===== src/hdl/pau_pkg.sv =====
// Shared types, codes and helpers of the polynomial arithmetic unit.
// No dependencies.
package pau_pkg;

    localparam int OPERAND_TERMS_DEF = 32;
    localparam int RESULT_TERMS_DEF  = 64;
    localparam int FRAC_BITS_DEF     = 16;

    localparam int COEFF_W = 32;
    localparam int TERM_W  = 6;
    localparam int ERR_W   = 2;
    localparam int MODE_W  = 3;
    localparam int EXP_W   = 6;
    localparam int CFG_AW  = 2;

    // command word fields sized for the largest operand store
    localparam int CMD_AW    = 8;
    localparam int CMD_LW    = 9;
    localparam int CMD_DEPTH = 4;

    localparam logic [MODE_W-1:0] MODE_ADD   = 3'd0;
    localparam logic [MODE_W-1:0] MODE_SUB   = 3'd1;
    localparam logic [MODE_W-1:0] MODE_MUL   = 3'd2;
    localparam logic [MODE_W-1:0] MODE_SCALE = 3'd3;
    localparam logic [MODE_W-1:0] MODE_DIV   = 3'd4;
    localparam logic [MODE_W-1:0] MODE_POW   = 3'd5;

    localparam logic [ERR_W-1:0] ERR_NONE     = 2'd0;
    localparam logic [ERR_W-1:0] ERR_DIV_ZERO = 2'd1;
    localparam logic [ERR_W-1:0] ERR_TOO_LONG = 2'd2;

    localparam logic [CFG_AW-1:0] REG_MODE     = 2'd0;
    localparam logic [CFG_AW-1:0] REG_SCALAR   = 2'd1;
    localparam logic [CFG_AW-1:0] REG_EXPONENT = 2'd2;

    typedef struct packed {
        logic                wr;
        logic                sel;
        logic [CMD_AW-1:0]   addr;
        logic [COEFF_W-1:0]  data;
        logic                run;
        logic [CMD_LW-1:0]   nza;
        logic [CMD_LW-1:0]   nzb;
    } pau_cmd_t;

    typedef struct packed {
        logic empty;
        logic full;
    } pau_fifo_st_t;

    typedef struct packed {
        logic busy;
        logic pop;
    } pau_back_st_t;

    function automatic logic [COEFF_W-1:0] sat32(input logic signed [63:0] v);
        logic [COEFF_W-1:0] r;
        if (v > 64'sh000000007FFFFFFF) begin
            r = 32'h7FFFFFFF;
        end else if (v < -64'sh0000000080000000) begin
            r = 32'h80000000;
        end else begin
            r = v[COEFF_W-1:0];
        end
        return r;
    endfunction

endpackage


===== src/hdl/pau_cmd_fifo.sv =====
// Short command queue between front and back.
// Depends on pau_pkg.
module pau_cmd_fifo
    import pau_pkg::*;
(
    input  logic         aclk,
    input  logic         aresetn,
    input  logic         push,
    input  pau_cmd_t     push_cmd,
    input  logic         pop,
    output pau_cmd_t     head,
    output pau_fifo_st_t st
);

    localparam int PW = $clog2(CMD_DEPTH);
    localparam int CNW = $clog2(CMD_DEPTH + 1);

    pau_cmd_t       mem_reg [CMD_DEPTH];
    logic [PW-1:0]  wptr_reg, rptr_reg;
    logic [CNW-1:0] count_reg;

    assign head     = mem_reg[rptr_reg];
    assign st.empty = count_reg == '0;
    assign st.full  = count_reg == CNW'(CMD_DEPTH);

    always_ff @(posedge aclk) begin
        if (push) begin
            mem_reg[wptr_reg] <= push_cmd;
        end
    end

    always_ff @(posedge aclk) begin
        if (!aresetn) begin
            wptr_reg  <= '0;
            rptr_reg  <= '0;
            count_reg <= '0;
        end else begin
            if (push) begin
                wptr_reg <= (wptr_reg == PW'(CMD_DEPTH - 1)) ? '0 : wptr_reg + PW'(1);
            end
            if (pop) begin
                rptr_reg <= (rptr_reg == PW'(CMD_DEPTH - 1)) ? '0 : rptr_reg + PW'(1);
            end
            count_reg <= count_reg + CNW'(push) - CNW'(pop);
        end
    end

endmodule


===== config.mk =====
export PLATFORM = sky130hd
export DESIGN_NAME = pau_cmd_fifo
export DESIGN_NICKNAME = d
export VERILOG_FILES = /design/src/hdl/pau_pkg.sv /design/src/hdl/pau_cmd_fifo.sv
export SDC_FILE = /design/constraint.sdc
export NUM_CORES = 1
export LEC_CHECK = 0
export BUFFER_PORTS_ARGS = -buffer_cell sky130_fd_sc_hd__buf_2
export CORE_ASPECT_RATIO = 1.2
export CORE_MARGIN = 2
export CORE_UTILIZATION = 40
export DETAILED_ROUTE_END_ITERATION = 10
export HOLD_SLACK_MARGIN = 0.08
export MAX_ROUTING_LAYER = met4
export SLEW_MARGIN = 25
export SYNTH_ARGS = -nofsm -noshare
export SYNTH_HDL_FRONTEND = slang
export SYNTH_SLANG_ARGS = --single-unit

===== constraint.sdc =====
create_clock -name aclk -period 3.19 [get_ports aclk]
set_input_delay 0.1595 -clock aclk [delete_from_list [all_inputs] [get_ports aclk]]
set_output_delay 0.1595 -clock aclk [all_outputs]
set_load 0.01 [all_outputs]

; ---- Word level (Yosys, flattened, before mapping)
; Memory sizes are Yosys's and may differ from the RTL's. A register that Yosys moved wholly into a read port is not among the register bits.
; Index checks and enable logic that the tools add are counted.
[word_totals]
reg_bits = 7
ramBits = 244
elab_cells = 18
mem_count = 1
[classes]
add_sub_neg = 4
n_eq_ne = 3
mux = 6
reduce_logical = 1
[memory_table]
columns = memory, words, width, rd, rd_ports_with_merged_regs, wr, line
row1 = mem_reg, 4, 61, 1, 1, 1, pau_cmd_fifo.sv:18  ; pau_cmd_t mem_reg [CMD_DEPTH];
[ops]
columns = cell, n
row1 = $mux 2, 4
row2 = $add 2x1->2 const B, 2
row3 = $eq 2x2->1 const B, 2
row4 = $add 3x1->3, 1
row5 = $eq 3x3->1 const B, 1
row6 = $logic_not 3->1, 1
row7 = $sub 3x1->3, 1
row8 = $mux 1, 2

; ---- Longest topological paths before layout
; Gate-level depths: netlist (run 1).
[depth]
depth_word = 4
depth_mapped = 7

; ---- Least setup slack after synthesis (run 1)
; OpenSTA, ideal clock, no wires.
[synth_timing]
path_kind = register to register
startpoint = reg wptr_reg[0]
endpoint = mem mem_reg[2][0] (netlist bit) (enable)
arrival_time_ps = 1976
t_required_ps = 2765
slack_ps = 788
path_stages_with_launch = 4
n_path_buf = 0
period_less_slack_ps = 2402
path_cell_list = dfxtp_1 -> inv_1 -> ha_1 -> and2_1
[synth_rtl]
columns = item, line
row1 = "start, declared", pau_cmd_fifo.sv:19  ; logic [PW-1:0] wptr_reg, rptr_reg;
row2 = "start signal, assigned", pau_cmd_fifo.sv:39  ; wptr_reg <= (wptr_reg == PW'(CMD_DEPTH - 1)) ? '0 : wptr_reg + PW'(1);
row3 = "end, declared", pau_cmd_fifo.sv:18
; No word-level cell before the write port.

==> impl_results.md, run 1 <==
* Setup_tns at 0 ns
* CP bufs+invs at 2
* Worst-skew pair later-pin latency at about 0.50 ns
* Largest register FFs at 244
* Gr usage total at about 14%
* Post-synthesis adder-cell area fraction at under 10%
* Initial antenna violation count at 2
* Worst vdd ir at 0.425 mV
* Nets at 641
* GRT Residual Overflow at 0
* Core area at 23000 sq um
* CP max-delay cell: mux4_2
* Area Growth Syn to Fin at 24.2%
* Static Leak at around 0.0039 uW
* Mapped Cells at 363
* Final setup violation count at 0
* R2R depth at 7
* I/O Pins at 128
* Starting Density at approximately 40%
* CP max stage delay at 0.60 ns
* Max Fclk at between 0.4 and 0.5 GHz
* Crit path arrival time at 2.09 ns
* Simple-gate share of the synthesized area at 0.966%
* Status: completed
* Largest net degree at the start of global routing at 62
* Via count at 4336
* Die height at 171 microns
* Tot Pwr at 7050 uW
* Routed WL per cell at 18.5 microns
* Final HPWL DP at 9.48 mm
* Hold WC Path Type: primary input to register
* Die Area at approximately 25000 sq um
* Synth unique cells at 20
* Sequential fraction of the synthesis area at 80.5%
* CP Depth at 3
* First-pass GRT wire length at 25.3 mm
* CTS root buffer: clkbuf_16
* Placed cells at 793
* Final worst path period need at 2.25 ns
* Sequence of cells on the critical path: buf_4, mux4_2, buf_2
* CTS buffer count at 24
* Routed Wire Length at 16.7 mm
* Synth Area in Compound Gates at 0.107%
* Clk slew on worst S/H paths at 0.06 ns
* Slew HR at 35.7%
* Post-CTS Setup Bufs at 0
* Syn Area/Cell at 25.7 sq um
* DRT Pass-1 Iters at 4
* Largest area contributor in the netlist: edfxtp_1
* H-tree Lvls at 1
* CTS sink count at 253
* Routed vias/inst at approximately 4.8
* Max Transition Viols Final at 0
* Main combinational cell family by area after synthesis: multiplexers
* Synth top area share at 78.6%
* # DRC at 0
* CTS Buffer Depth at 3
* Tcrit/Tclk final at between 70% and 80%
* Hold path depth at 2
* Final Hold Vio Count at 0
* Max-Cap Viols at 0
* Share of cells above drive strength 1 at 38.8%
* Xor/xnor share of the synthesized area at 0.255%
* Slew of the pin with the lowest slew margin at 0.964 ns
* DRT antenna net count at 0
* Cell family contributing the most delay on the critical path: buffers and inverters
* CP max FO at 26
* Vias in the first global route at 4757
* Final Cell Area at around 12000 sq um
* CP Class: register to primary output
* Post-synthesis mux area share at about 15%
* WHS at 0.400 ns
* Die Wd at 143 microns
* Final Wtd Congestion at 0.653
* Synthesis Warnings at 0
* Layout Cells excl Fill at 902
* Post-Syn Nets at around 440
* Dpl cell area at 10200 sq um
* TritonCTS clock tree: done
* Crit. End Element: primary output
* Setup crit start kind: register
* Post-cts repair resize count at 0
* Netlist Area Pre-Place at ~9300 sq um
* Worst EP required at approximately 3 ns
* I/O Buffers at approximately 130
* Power per cell area at between 600 and 700 nW/um^2
* Largest cells by area after synthesis: edfxtp_1 79%, mux4_2 14%, dfxtp_1 1.9%
* DRT iter0 DRCs at 195
* FP Rows at 61
* FF+latch count, synth at approximately 250
* Max Clock Skew at 0.0106 ns
* Unrepaired setup endpoints after global routing: no
[synth_stat cells]
cell      number
mux2i_1        2
buf_1          1
mux4_1         1
buf_2          6
nor3_1         1
ha_1           7
inv_1          7
mux4_2        60
buf_12         6
dfxtp_1        9
or3b_2         2
xor3_1         1
and3_1         1
edfxtp_1     244
nor2_1         3
and2_1         6
nand2b_1       2
buf_6          1
a21oi_1        2
fa_1           1
[repair_timing]
action / CTS / global route
hold endpoints to repair: 253 / 0
endpoints found under the setup margin: 0 / 0
hold buffers: 64 / 0
[cell families after synthesis]
group	count (synthesis)
and+or+nand+nor	15
xor gates and xnor gates	1
buffers and inverters	21
DFF	253
adders and majority gates	8
muxes	63
AOI/OAI and AO/OA	2
[per-stage QoR]
step	utilization, %	setup WS, ns
3_3_place_gp	44.4	1.38
6_report	50.3	0.941
2_1_floorplan	-	0.788
4_1_cts	50.3	0.861
3_5_place_dp	44.4	1.37
5_1_grt	50.3	0.802
[worst reg2reg max path, stage by stage (launching register included)]
cell	delay [ns]
dfxtp_1	0.33
inv_1	0.06
ha_1	0.27
inv_1	0.04
ha_1	0.18
fa_1	0.37
xor3_1	0.38
nor2_1	0.05
[layer usage]
layer	track usage [%]	vias up	share of wire, %	routed length, microns
met1	16.2	2247	39	6560
met2	24.9	107	54	9070
met5	-	-	0	0
met3	2.59	28	4.7	782
met4	3.92	0	1.7	289
li1	-	1954	-	-
[report_power, final]
part | switching [uW] | leakage (uW) | internal (uW)
combinational | 318 | 0.00128 | 342
sequential | 60.0 | 0.00232 | 3790
clock | 1110 | 0.000348 | 1430
[final timing paths]
path	slack, ns	startpoint	endpoint
worst min-delay path	0.40	push_cmd[49]	mem_reg[0][49]$_DFFE_PP_
worst max-delay path	0.94	register	head[54]
worst max register to register	1.39	count_reg[0]$_SDFF_PN0_	count_reg[2]$_SDFF_PN0_
worst min register to register	0.52	rptr_reg[0]$_SDFFE_PN0P_	register
[placed cells by master, fill, tap and decap left out, types with 2 or more instances in the layout]
cell / Yosys / routed
a21oi_1: 2 / 2
and2_1: 6 / 2
and2_4: 0 / 4
buf_2: 6 / 127
clkbuf_1: 0 / 6
clkbuf_16: 0 / 25
clkinv_1: 0 / 7
clkinv_2: 0 / 4
dfxtp_1: 9 / 7
dfxtp_4: 0 / 2
diode_2: 0 / 2
dlygate4sd3_1: 0 / 64
edfxtp_1: 244 / 244
ha_1: 7 / 7
inv_1: 7 / 7
mux2i_1: 2 / 2
mux4_2: 60 / 60
nand2b_1: 2 / 2
nor2_1: 3 / 3
or3b_2: 2 / 2
[cell type report]
class | instances | area, sq um
multi-input cells | 89 | 1640
inverters | 7 | 26.3
clock buffers | 31 | 648
fillers | 1935 | 11500
diodes | 2 | 5.00
clock inverters | 12 | 57.6
well taps | 315 | 394
flip-flops and latches | 253 | 7510
repair buffers | 193 | 1300
No activity file was read; power rests on OpenSTA's default activity.
==> run 2, diff against run 1 <==
- clock period: 3.19 -> 1.9 ns (I/O delays scaled with it)
==> impl_results.md, run 2 (same netlist as run 1, synthesis figures left out) <==
* Final Hold Vio Count at 0 (unchanged)
* CTS sink count at 253 (unchanged)
* CP bufs+invs at 4 (+2)
* Dpl cell area at 10400 sq um (+1.6%)
* Die Area at 24600 sq um (unchanged)
* Die Wd at 143 microns (unchanged)
* Final setup violation count at 61 (+61)
* Core area at 23000 sq um (unchanged)
* R2r startpoint: count_reg[0]$_SDFF_PN0_
* CP Class: register to primary output
* Max Fclk at 0.499 GHz
* Final worst path period need at between 2 and 2.5 ns
* DRT iter0 DRCs at 193 (-1.0%)
* Largest register FFs at 244 (unchanged)
* R2r setup slk at 0.14 ns (-1.25 ns)
* Violated checks: negative setup slack
* Setup_tns at -4.05 ns (-4.05 ns)
* Setup crit start kind: register
* Routed Wire Length at 18.0 mm (+7.6%)
* Max-Cap Viols at 0 (unchanged)
* Via count at 4455 (+2.7%)
* Pre-CTS WS at 0.136 ns (-1.23 ns)
* Sequence of cells on the critical path: buf_6, buf_12, buf_16, mux4_2, buf_6
* Clk slew on worst S/H paths at 0.06 ns (about the same)
* CP max-delay cell: mux4_2
* Setup ws final at -0.105 ns (-1.05 ns)
* GRT Residual Overflow at 0 (unchanged)
* Starting Density at 40.5% (unchanged)
* Routed vias/inst at 4.81 (about the same)
* Crit. End Element: primary output
* Tcrit/Tclk final at 106%
* Power per cell area at 1010 nW/um^2 (+66%)
* Largest net degree at the start of global routing at 46 (-26%)
* Placed cells at 805 (+1.5%)
* Slew HR at 75.1% (+39 points)
* Worst vdd ir at 0.570 mV (+34%)
* Hold WC Path Type: primary input to register
* Vias in the first global route at 4851 (+2.0%)
* I/O Buffers at 127 (unchanged)
* CP max FO at 8 (-69%)
* First-pass GRT wire length at 26.9 mm (+6.2%)
* Worst-skew pair later-pin latency at 0.51 ns (about the same)
* Initial antenna violation count at 1 (-1)
* DRT Pass-1 Iters at 4 (unchanged)
* FP Rows at 61 (unchanged)
* CTS Buffer Depth at 3 (unchanged)
* CP max stage delay at 0.51 ns (-0.09 ns)
* DRT antenna net count at 0 (unchanged)
* I/O Pins at 128 (unchanged)
* Final HPWL DP at 9.91 mm (+4.6%)
* Worst hold endpoint: mem_reg[2][39]$_DFFE_PP_
* Static Leak at 0.00423 uW (+7.3%)
* Die height at 171 microns (unchanged)
* Max Clock Skew at 0.0117 ns (+0.00113 ns)
* Most common cell after layout, fill and taps aside: edfxtp_1
* Worst EP required at 1.80 ns (-1.23 ns)
* Share of cells above drive strength 1 at 42.1% (+3.3 points)
* Routed WL per cell at 19.4 microns (+4.9%)
* Hold path depth at 2 (unchanged)
* CTS buffer count at 24 (unchanged)
* Slew of the pin with the lowest slew margin at 0.373 ns (-0.591 ns)
* Final Cell Area at 12200 sq um (+5.6%)
* Final core utilization at 53.1% (+2.8 points)
* Max Transition Viols Final at 0 (unchanged)
* Commonest cells after routing, fill and taps aside: 244 x edfxtp_1, 110 x buf_2, 64 x dlygate4sd3_1, 60 x mux4_2, 26 x clkbuf_16
* Nets at 668 (+4.2%)
* H-tree Lvls at 1 (unchanged)
* Crit-path most repeated cell: buf_6
* Crit path arrival time at 1.91 ns (-0.18 ns)
* Reg-to-reg critical path endpoint: count_reg[2]$_SDFF_PN0_
* Worst Hold Launch: push_cmd[39]
* Status: complete, but fails checks
* Area Growth Syn to Fin at 31.1%
* Final Wtd Congestion at 0.711 (+9.0%)
* TritonCTS clock tree: done
* Cell family contributing the most delay on the critical path: buffers and inverters
* Unrepaired setup endpoints after global routing: yes
* CTS root buffer: clkbuf_16
* Gr usage total at 15.1% (+1.1 points)
* # DRC at 0 (unchanged)
* Layout Cells excl Fill at 926 (+2.7%)
* R2R depth at 7 (unchanged)
==> run 2: changes by cell type in the layout (fill, tap and decap cells not counted), moves of 3 or more <==
cell | previous run | this run
clkinv_2 | 4 | 1
buf_2 | 127 | 110
clkinv_1 | 7 | 1
clkbuf_8 | 0 | 5
buf_6 | 0 | 18
buf_16 | 0 | 9
buf_12 | 1 | 7
buf_4 | 1 | 11
==> run 2: layout make-up <==
class	instances	area, sq um
antenna	1	2.50
clock buffer	37	721
clock inverter	4	46.3
fill	1847	10800
inverter	7	26.3
multi-input combinational	89	1640
sequential	253	7510
tap	315	394
timing repair buffer	220	1890
==> run 2: power by group <==
group	total, uW	internal, uW	switching, uW
logic	1370	751	622
clock network	4570	2730	1850
registers	6430	6370	63.1
==> run 2: worst max-delay path by stage <==
stage,start,to,slack [ns],cells after the start
floorplan,wptr_reg[0]$_SDFFE_PN0P_,mem_reg[2][0]$_DFFE_PP_,0.16,3
global placement,count_reg[0]$_SDFF_PN0_,count_reg[2]$_SDFF_PN0_,0.18,7
detailed placement,count_reg[0]$_SDFF_PN0_,count_reg[2]$_SDFF_PN0_,0.14,7
CTS,register,head[46],-0.14,5
global route,register,head[18],-0.18,5
finish,register,head[46],-0.10,5
==> run 2: what timing repair did <==
item / 4_1_cts / 5_1_grt
hold buffers: 64 / 0
buffers inserted: 7 / 0
cloned: 7 / 1
endpoints found under the setup margin: 61 / 61
endpoints found under the hold margin: 253 / 0
resized for setup: 15 / 15
==> run 2: stage by stage <==
step	hold slack (ns)	total power [uW]
after global routing	0.335	12900
after global placement	0.303	7610
final	0.333	12400
after floorplan	0.194	7200
after detailed placement	0.312	7650
after CTS	0.314	12500
==> run 2: metal layers <==
metal	GRT usage (%)	vias up	wire, microns
li1	-	2011	-
met1	18.6	2321	7520
met2	26.0	100	9350
met3	2.31	23	731
met4	4.22	0	377
met5	-	-	0
