<file path="src/hdl/pau_pkg.sv">
// Shared types, codes and helpers of the polynomial arithmetic unit.
// No dependencies.
package pau_pkg;

    localparam int OPERAND_TERMS_DEF = 32;
    localparam int RESULT_TERMS_DEF  = 64;
    localparam int FRAC_BITS_DEF     = 16;

    localparam int COEFF_W = 32;
    localparam int TERM_W  = 6;
    localparam int ERR_W   = 2;
    localparam int MODE_W  = 3;
    localparam int EXP_W   = 6;
    localparam int CFG_AW  = 2;

    // command word fields sized for the largest operand store
    localparam int CMD_AW    = 8;
    localparam int CMD_LW    = 9;
    localparam int CMD_DEPTH = 4;

    localparam logic [MODE_W-1:0] MODE_ADD   = 3'd0;
    localparam logic [MODE_W-1:0] MODE_SUB   = 3'd1;
    localparam logic [MODE_W-1:0] MODE_MUL   = 3'd2;
    localparam logic [MODE_W-1:0] MODE_SCALE = 3'd3;
    localparam logic [MODE_W-1:0] MODE_DIV   = 3'd4;
    localparam logic [MODE_W-1:0] MODE_POW   = 3'd5;

    localparam logic [ERR_W-1:0] ERR_NONE     = 2'd0;
    localparam logic [ERR_W-1:0] ERR_DIV_ZERO = 2'd1;
    localparam logic [ERR_W-1:0] ERR_TOO_LONG = 2'd2;

    localparam logic [CFG_AW-1:0] REG_MODE     = 2'd0;
    localparam logic [CFG_AW-1:0] REG_SCALAR   = 2'd1;
    localparam logic [CFG_AW-1:0] REG_EXPONENT = 2'd2;

    typedef struct packed {
        logic                wr;
        logic                sel;
        logic [CMD_AW-1:0]   addr;
        logic [COEFF_W-1:0]  data;
        logic                run;
        logic [CMD_LW-1:0]   nza;
        logic [CMD_LW-1:0]   nzb;
    } pau_cmd_t;

    typedef struct packed {
        logic empty;
        logic full;
    } pau_fifo_st_t;

    typedef struct packed {
        logic busy;
        logic pop;
    } pau_back_st_t;

    function automatic logic [COEFF_W-1:0] sat32(input logic signed [63:0] v);
        logic [COEFF_W-1:0] r;
        if (v > 64'sh000000007FFFFFFF) begin
            r = 32'h7FFFFFFF;
        end else if (v < -64'sh0000000080000000) begin
            r = 32'h80000000;
        end else begin
            r = v[COEFF_W-1:0];
        end
        return r;
    endfunction

endpackage

</file>
<file path="src/hdl/pau_front.sv">
// Input side: tracks operand lengths and trimmed lengths, turns each word
// into a store/run command. Depends on pau_pkg.
module pau_front
    import pau_pkg::*;
#(
    parameter int OPERAND_TERMS = OPERAND_TERMS_DEF
) (
    input  logic               aclk,
    input  logic               aresetn,
    input  logic               s_tvalid,
    output logic               s_tready,
    input  logic               in_sel,
    input  logic [COEFF_W-1:0] in_coeff,
    input  logic               in_last,
    input  logic [MODE_W-1:0]  mode,
    input  pau_fifo_st_t       fifo_st,
    output logic               push,
    output pau_cmd_t           cmd
);

    localparam int OLW = $clog2(OPERAND_TERMS + 1);

    logic [OLW-1:0] a_len_reg, b_len_reg, a_nz_reg, b_nz_reg;
    logic           a_closed_reg, b_closed_reg;
    logic [OLW-1:0] cur_len, cur_nz, new_len, new_nz;
    logic           accept, wr, run;

    always_comb begin
        cur_len = in_sel ? b_len_reg : a_len_reg;
        cur_nz  = in_sel ? b_nz_reg : a_nz_reg;
        if (in_sel ? b_closed_reg : a_closed_reg) begin
            cur_len = '0;
            cur_nz  = '0;
        end
        wr      = cur_len < OLW'(OPERAND_TERMS);
        new_len = wr ? cur_len + OLW'(1) : cur_len;
        new_nz  = (wr && in_coeff != '0) ? cur_len + OLW'(1) : cur_nz;
        if (in_sel) begin
            run = in_last && (mode == MODE_ADD || mode == MODE_SUB || mode == MODE_MUL);
        end else begin
            run = in_last && (mode == MODE_SCALE || mode == MODE_DIV || mode == MODE_POW);
        end
    end

    assign s_tready = !fifo_st.full;
    assign accept   = s_tvalid && !fifo_st.full;
    assign push     = accept && (wr || run);

    always_comb begin
        cmd      = '0;
        cmd.wr   = wr;
        cmd.sel  = in_sel;
        cmd.addr = CMD_AW'(cur_len);
        cmd.data = in_coeff;
        cmd.run  = run;
        cmd.nza  = CMD_LW'(in_sel ? a_nz_reg : new_nz);
        cmd.nzb  = CMD_LW'(in_sel ? new_nz : b_nz_reg);
    end

    always_ff @(posedge aclk) begin
        if (!aresetn) begin
            a_len_reg    <= '0;
            b_len_reg    <= '0;
            a_nz_reg     <= '0;
            b_nz_reg     <= '0;
            a_closed_reg <= 1'b0;
            b_closed_reg <= 1'b0;
        end else if (accept) begin
            if (in_sel) begin
                b_len_reg    <= new_len;
                b_nz_reg     <= new_nz;
                b_closed_reg <= in_last;
            end else begin
                a_len_reg    <= new_len;
                a_nz_reg     <= new_nz;
                a_closed_reg <= in_last;
            end
        end
    end

endmodule

</file>
<file path="config.mk">
export PLATFORM = sky130hd
export DESIGN_NAME = pau_front
export DESIGN_NICKNAME = d
export VERILOG_FILES = /design/src/hdl/pau_pkg.sv /design/src/hdl/pau_front.sv
export SDC_FILE = /design/constraint.sdc
export NUM_CORES = 1
export LEC_CHECK = 0
export BUFFER_PORTS_ARGS = -buffer_cell sky130_fd_sc_hd__clkbuf_2
export CAP_MARGIN = 20
export CORE_AREA = 2 2 73 75
export DETAILED_ROUTE_END_ITERATION = 12
export DIE_AREA = 0 0 75 77
export PLACE_DENSITY_LB_ADDON = 0.15
export SLEW_MARGIN = 0
export SYNTH_ARGS = -nofsm -noshare
export SYNTH_HDL_FRONTEND = slang
export SYNTH_SLANG_ARGS = --single-unit
</file>
<file path="constraint.sdc">
create_clock -name aclk -period 3.2 [get_ports aclk]
set_input_delay 0.16 -clock aclk [delete_from_list [all_inputs] [get_ports aclk]]
set_output_delay 0.16 -clock aclk [all_outputs]
set_load 0.01 [all_outputs]
</file>
After elaboration in Yosys (flattened, before gate mapping)
Index checks and enable logic that the tools add are counted.
Word-level totals
  register bits: 26
  logic and storage cells: 39
  bits of input ports: 42
Operators by class
  bitwise gates (word level): 1
  magnitude comparators: 1
  muxes and demuxes: 10
  eq/ne operators: 5
  add/subtract/negate cells: 1
  reductions and logical operators: 15
Operators with widths (count)
  $mux W6: 8
  $reduce_bool A32 Y1: 1
  $add A6 B1 Y6 const B: 1
  $eq A3 B2 Y1 const B: 2
  $eq A3 B3 Y1 const B: 2
  $lt A6 B6 Y1 const B: 1
  $logic_and A1 B1 Y1: 5
  $logic_or A1 B1 Y1: 5
  $reduce_and A2 Y1: 2
  $eq A3 B1 Y1 const B: 1
  $logic_not A3 Y1: 1
  $mux W1: 2
  $logic_not A1 Y1: 1
  $not A1 Y1: 1

Longest topological paths before layout
Gate-level depths: netlist of run 1.
  depth after elaboration: 7
  mapped depth: 10

Least setup slack after synthesis of run 1
Ideal clock, no wire load.
  path type: input -> output
  from: input in_sel
  to: output cmd[13] (netlist name)
  stages on the path: 9
  arrival time: 2.031 ns
  setup slack: 1.009 ns
  path buffers: 3
  path through: buf_6 -> buf_4 -> buf_2 -> mux2i_1 -> nor2_1 -> ha_1 -> a21boi_0 -> mux2_2 -> a32o_1
RTL lines
  start: declaration: line pau_front.sv:12  | input logic in_sel,
  end: declaration: line pau_front.sv:18  | output pau_cmd_t cmd

==> flow_summary_export.csv, run 1 <==
group,metric,value,unit
cts,clk_path_buf_depth,2,
sta,min_period,2.629,ns
worst_setup_path,critPathLaunch,"a_closed_reg$_SDFFE_PN0P_",
worst_setup_path,critPathRequiredTime,3.04,ns
global_routing,grt_use_total,17.15,%
finish,fillerInstances,531,
synthesis,syn_inst,232,
cts,clkTransAtPathRegs,0.10,ns
sta,hold_slack,0.1510,ns
worst_setup_path,critPathMaxFanout,8,
synthesis,synthTopCellsByArea,"dfxtp_1 (27%), buf_4 (17%), nand2_1 (5.8%)",
synthesis,yosys_register_bits,26,
floorplanning,die_x,75,um
outcome,status,"finished, final reports clean",
finish,nNetsFinal,335,
cts,ctsRootBufferMaster,"clkbuf_8",
synthesis,yosys.area.top_type_share,26.82,%
synthesis,yosys.area.top_type,"dfxtp_1",
power_and_ir_drop,leakage,1.034,nW
placed_design,dp_cells,356,
route,drt_pass1_iterations,4,
sta,setup_slack,0.5714,ns
sta,fmax,380.4,MHz
worst_setup_path,r2r_end,"a_nz_reg[4]$_SDFFE_PN0P_",
synthesis,netlist_area,1941,um^2
sta,maxSlewViolCount,0,
worst_setup_path,r2r-start,"a_closed_reg$_SDFFE_PN0P_",
worst_hold_path,min_path_type,"primary input to register",
sta,setup_tns,0,ns
finish,stdcell_count,360,
worst_setup_path,startpoint_type,"register",
route,routed_wl,4790,um
finish,drive_gt1_share,41.03,%
cts,clkLatencyLatePin,0.28,ns
floorplanning,die_h,77,um
synthesis,syn_avg_cell_area,8.365,um^2
placed_design,pre_cts_ws,0.8709,ns
synthesis,synth_cell_type_count,44,
global_routing,grt_pass1_vias,1566,
worst_setup_path,r2r_cells,7,
power_and_ir_drop,p_total,0.0007940,W
sta,setup_viol,0,
power_and_ir_drop,power_density,353.3,nW/um^2
cts,hold_buffers,0,
cts,cts_tree,"done",
cts,cts_made_buffers,3,
worst_setup_path,critPathCapture,"cmd[13]",
global_routing,antenna_found_initial,0,
global_routing,grt_pass1_wl,7631,um
cts,htree_levels,1,
placed_design,port_buffers,95,
power_and_ir_drop,ir_drop,0.0002035,V
finish,area_delta_synth_final,15.80,%
synthesis,yosysSeqAreaShare,26.82,%
worst_setup_path,worst-setup-path-type,"register to primary output",
synthesis,synth_enable_flop_cells,0,
global_routing,grt.overflow.total,0,
route,viasPerCell,4.875,
route,drt_iter0_markers,69,
job,drv_cap,0,
sta,finClkSkew,0.002648,ns
route,wire_per_inst,13.31,um
synthesis,synth-main-ff-cell,"dfxtp_1",
sta,timing.final.hold_violations,0,
placed_design,routabilityCongestion,0.7922,
worst_setup_path,r2r_setup_slack,1.00,ns
global_routing,grt_max_degree,29,
sta,tightest_slew,0.5142,ns
floorplanning,die-area,5775,um^2
finish,diodes,0,
worst_setup_path,cp-end-kind,"primary output",
route,vias,1755,
cts,postCtsSetupRepairBufs,0,
floorplanning,num_io_pins,105,
route,remaining_drc_errors,0,
cts,cts.sinks,26,
cts,ctsResizeCount,0,
synthesis,yosysWarnings,0,
sta,slew_headroom,65.59,%
floorplanning,start_util,38.99,%
sta,fin_crit_sh,82.14,%
sta,rsz0062_at_grt,"no",
worst_setup_path,arrival,2.47,ns
floorplanning,core_area,4977,um^2
synthesis,async_reset_ff_share,0,%
floorplanning,rows,26,
route,ant_nets,0,
placed_design,hpwl,3760,um
-- worst max-delay path: stages, from the launching register on --
cell      delay (ns)
dfxtp_1         0.41
mux2_2          0.36
nor2_1          0.20
ha_1            0.21
a21boi_0        0.20
mux2_2          0.42
a32o_1          0.27
clkbuf_2        0.12
-- stage by stage --
step	area, um^2	util, %
final	2247	45.15
after global routing	2247	45.15
after CTS	2247	45.15
after detailed placement	2176	43.72
after global placement	2176	43.72
after floorplan	1967	-
-- cells by family (layout without fill, tap and decap cells) --
logic type	after synthesis	in the layout	synth area share (%)
fa+ha+maj	2	2	1.289
other cells	1	8	0.1932
buf+inv	55	106	20.18
simple gates	76	76	20.12
compound gates	53	53	20.95
mux	17	17	9.542
flops	26	26	26.82
xor+xnor	2	2	0.9028
-- cell usage after synthesis (2+ instances only) --
cell type	count
dfxtp_1	26
nand4_1	2
clkbuf_1	3
a32o_1	3
nand2b_1	2
mux2_2	5
buf_4	45
o211a_1	2
mux2i_1	10
nor4_1	8
o21ai_4	2
nand2_1	30
a21oi_1	8
buf_6	2
nand3_1	6
nor2_1	13
a21boi_0	6
o21ai_0	7
o21a_1	3
o22ai_1	8
nor2b_1	5
o2bb2ai_1	8
nand3b_1	4
inv_1	3
ha_1	2
-- routing by layer --
metal	vias up	global-route usage (%)	wire [um]
met5	-	0	0
met3	2	4.074	244
li1	908	-	-
met2	49	27.63	2321
met1	796	22.79	2192
met4	0	4.107	31
-- area by class of cell --
cell class / count / area, um^2 / area share [%]
inverter: 4 / 15.01 / 0.6682
timing repair buffer: 98 / 498.0 / 22.16
sequential: 26 / 520.5 / 23.16
multi-input combinational: 158 / 1055 / 46.94
clock buffer: 3 / 41.29 / 1.837
tap: 70 / 87.58 / 3.898
clock inverter: 1 / 30.03 / 1.336
-- power by group --
| group | internal [W] | switching, W | leakage (nW) |
|---|---|---|---|
| Clock | 0.000168 | 0.000111 | 0.0357 |
| Combinational | 0.0000737 | 0.000101 | 0.787 |
| Sequential | 0.000332 | 0.00000797 | 0.211 |
| Total | 0.000574 | 0.000220 | 1.03 |
-- how the worst min path moves through the flow --
stage / startpoint / to / slack [ns] / cells after the start
finish: in_last / a_closed_reg$_SDFFE_PN0P_ / 0.15 / 3
global route: in_last / a_closed_reg$_SDFFE_PN0P_ / 0.14 / 3
CTS: in_last / a_closed_reg$_SDFFE_PN0P_ / 0.14 / 3
detailed placement: in_last / a_closed_reg$_SDFFE_PN0P_ / 0.45 / 3
global placement: in_last / a_closed_reg$_SDFFE_PN0P_ / 0.44 / 3
floorplan: in_last / a_closed_reg$_SDFFE_PN0P_ / 0.30 / 2
-- placed cells by master (no fill, tap or decap), drive strengths merged, types with 2 or more instances in the layout --
cell / Yosys / layout
clkbuf: 3 / 98
mux2: 6 / 6
o2bb2ai: 8 / 8
o211a: 2 / 2
a21oi: 8 / 8
conb: 1 / 8
nand2b: 2 / 2
nor2: 14 / 14
o21ai: 10 / 10
nand3: 6 / 6
dfxtp: 26 / 26
inv: 3 / 3
mux2i: 11 / 11
o22ai: 8 / 8
a21boi: 7 / 7
nand2: 31 / 31
nor3b: 2 / 2
nand4: 2 / 2
ha: 2 / 2
nand3b: 4 / 4
o21a: 3 / 3
nor4: 8 / 8
a32o: 3 / 3
nor2b: 5 / 5
buf: 48 / 3
Power figures use the tool's default switching activity.
==> run 2, diff against run 1 <==
==> constraint.sdc (replaced) <==
create_clock -name aclk -period 2.4 [get_ports aclk]
set_input_delay 0.12 -clock aclk [delete_from_list [all_inputs] [get_ports aclk]]
set_output_delay 0.12 -clock aclk [all_outputs]
set_load 0.01 [all_outputs]
==> flow_summary_export.csv, run 2 (synthesized netlist as in run 1, its figures left out) <==
group,metric,value,unit
finish,area_delta_synth_final,21.08,%
worst_setup_path,critPathMaxFanout,3,
worst_setup_path,startpoint_type,"register",
worst_setup_path,worst-setup-path-type,"register to primary output",
sta,maxSlewViolCount,0,
route,vias,1785,
route,drt_pass1_iterations,4,
cts,clkTransAtPathRegs,0.10,ns
global_routing,antenna_found_initial,0,
global_routing,grt_max_degree,29,
placed_design,dp_cells,363,
sta,setup_tns,0,ns
placed_design,hpwl,3986,um
route,viasPerCell,4.851,
cts,clk_path_buf_depth,2,
route,wire_per_inst,13.77,um
placed_design,port_buffers,95,
power_and_ir_drop,power_density,455.9,nW/um^2
global_routing,grt_pass1_wl,7928,um
global_routing,grt_use_total,17.27,%
sta,finClkSkew,0.005104,ns
finish,layout_common_cells,"clkbuf_2 (95), nand2_1 (28), dfxtp_1 (24)",
floorplanning,die_h,77,um
job,drv_cap,0,
sta,setup_viol,0,
sta,timing.final.hold_violations,0,
worst_setup_path,arrival,2.19,ns
finish,stdcell_count,368,
sta,fin_crit_sh,96.24,%
cts,cts.sinks,26,
finish,nNetsFinal,343,
floorplanning,rows,26,
route,remaining_drc_errors,0,
cts,cts_made_buffers,3,
finish,fillerInstances,518,
worst_setup_path,cp-end-kind,"primary output",
cts,hold_buffers,0,
worst_hold_path,hold_depth,3,
outcome,status,"finished, final reports clean",
sta,slew_headroom,63.21,%
cts,cts_tree,"done",
power_and_ir_drop,ir_drop,0.0002787,V
finish,mostFrequentLayoutCell,"clkbuf_2",
floorplanning,die_x,75,um
global_routing,grt.overflow.total,0,
sta,min_period,2.310,ns
sta,rsz0062_at_grt,"yes",
global_routing,grt_pass1_vias,1608,
cts,clkLatencyLatePin,0.27,ns
finish,drive_gt1_share,45.64,%
route,routed_wl,5069,um
route,drt_iter0_markers,76,
worst_hold_path,min_path_type,"primary input to register",
worst_setup_path,r2r_cells,8,
floorplanning,core_area,4977,um^2
route,ant_nets,0,
floorplanning,num_io_pins,105,
sta,fmax,432.9,MHz
floorplanning,die-area,5775,um^2
finish,diodes,0,
worst_setup_path,critPathRequiredTime,2.28,ns
cts,ctsRootBufferMaster,"clkbuf_8",
sta,tightest_slew,0.5498,ns
placed_design,routabilityCongestion,0.8526,
cts,htree_levels,1,
floorplanning,start_util,38.99,%
power_and_ir_drop,leakage,1.078,nW
-- run 2: cell types whose count changed in the layout (fill, tap and decap cells not counted), sizes merged --
cell and delta:
buf +8
-- run 2: path summary, 6_finish.rpt --
kind                                                   to                      start  slack [ns]
worst max-delay path                              cmd[13]  a_len_reg[0]$_SDFFE_PN0P_        0.09
worst min-delay path            a_closed_reg$_SDFFE_PN0P_                    in_last        0.12
worst max register to register   a_nz_reg[4]$_SDFFE_PN0P_  a_len_reg[0]$_SDFFE_PN0P_        0.32
worst min register to register  b_len_reg[4]$_SDFFE_PN0P_  b_len_reg[4]$_SDFFE_PN0P_        0.47
-- run 2: area by class of cell --
cell class / instances / area, um^2 / area share, %
Clock buffer: 3 / 41.29 / 1.757
Clock inverter: 1 / 30.03 / 1.278
Inverter: 4 / 15.01 / 0.6390
Multi-Input combinational cell: 158 / 1095 / 46.59
Sequential cell: 26 / 523.0 / 22.26
Tap cell: 70 / 87.58 / 3.727
Timing Repair Buffer: 106 / 558.0 / 23.75
-- run 2: worst max-delay path, stage by stage (launching register included) --
cell and delay (ns):
dfxtp_2 0.36, or3b_4 0.41, nand2_2 0.08, ha_2 0.18
a21boi_2 0.17, mux2_4 0.34, a32o_1 0.26, clkbuf_2 0.12
-- run 2: layer usage --
| layer | GRT usage (%) | vias to the layer above | part of all wire, % |
|---|---|---|---|
| met4 | 1.607 | 0 | 0.67 |
| li1 | - | 913 | - |
| met2 | 27.89 | 51 | 47 |
| met5 | 0 | - | 0 |
| met1 | 24.76 | 817 | 47 |
| met3 | 2.891 | 4 | 4.6 |
-- run 2: power breakdown --
group          internal [W]  total, W  switching, W
clock              0.000223  0.000369      0.000146
combinational      0.000106  0.000249      0.000142
sequential         0.000444  0.000453    0.00000931
total              0.000773   0.00107      0.000298
-- run 2: repair_timing --
item	CTS	global route
pin swaps	0	1
buffers inserted	1	0
gates resized for setup	3	8
setup endpoints to repair	2	4
-- run 2: per-stage QoR --
step | utilization, % | hold slack (ns) | worst slack, ns | total power (W) | cell area (um^2)
after floorplan | - | 0.2650 | 0.2890 | 0.0006461 | 1967
after global placement | 44.77 | 0.4340 | 0.2417 | 0.0007057 | 2228
after detailed placement | 44.77 | 0.4294 | 0.2096 | 0.0007074 | 2228
after CTS | 46.51 | 0.1311 | 0.02176 | 0.001080 | 2315
after global routing | 47.21 | 0.1340 | 0.002134 | 0.001120 | 2350
final | 47.21 | 0.1244 | 0.09013 | 0.001071 | 2350
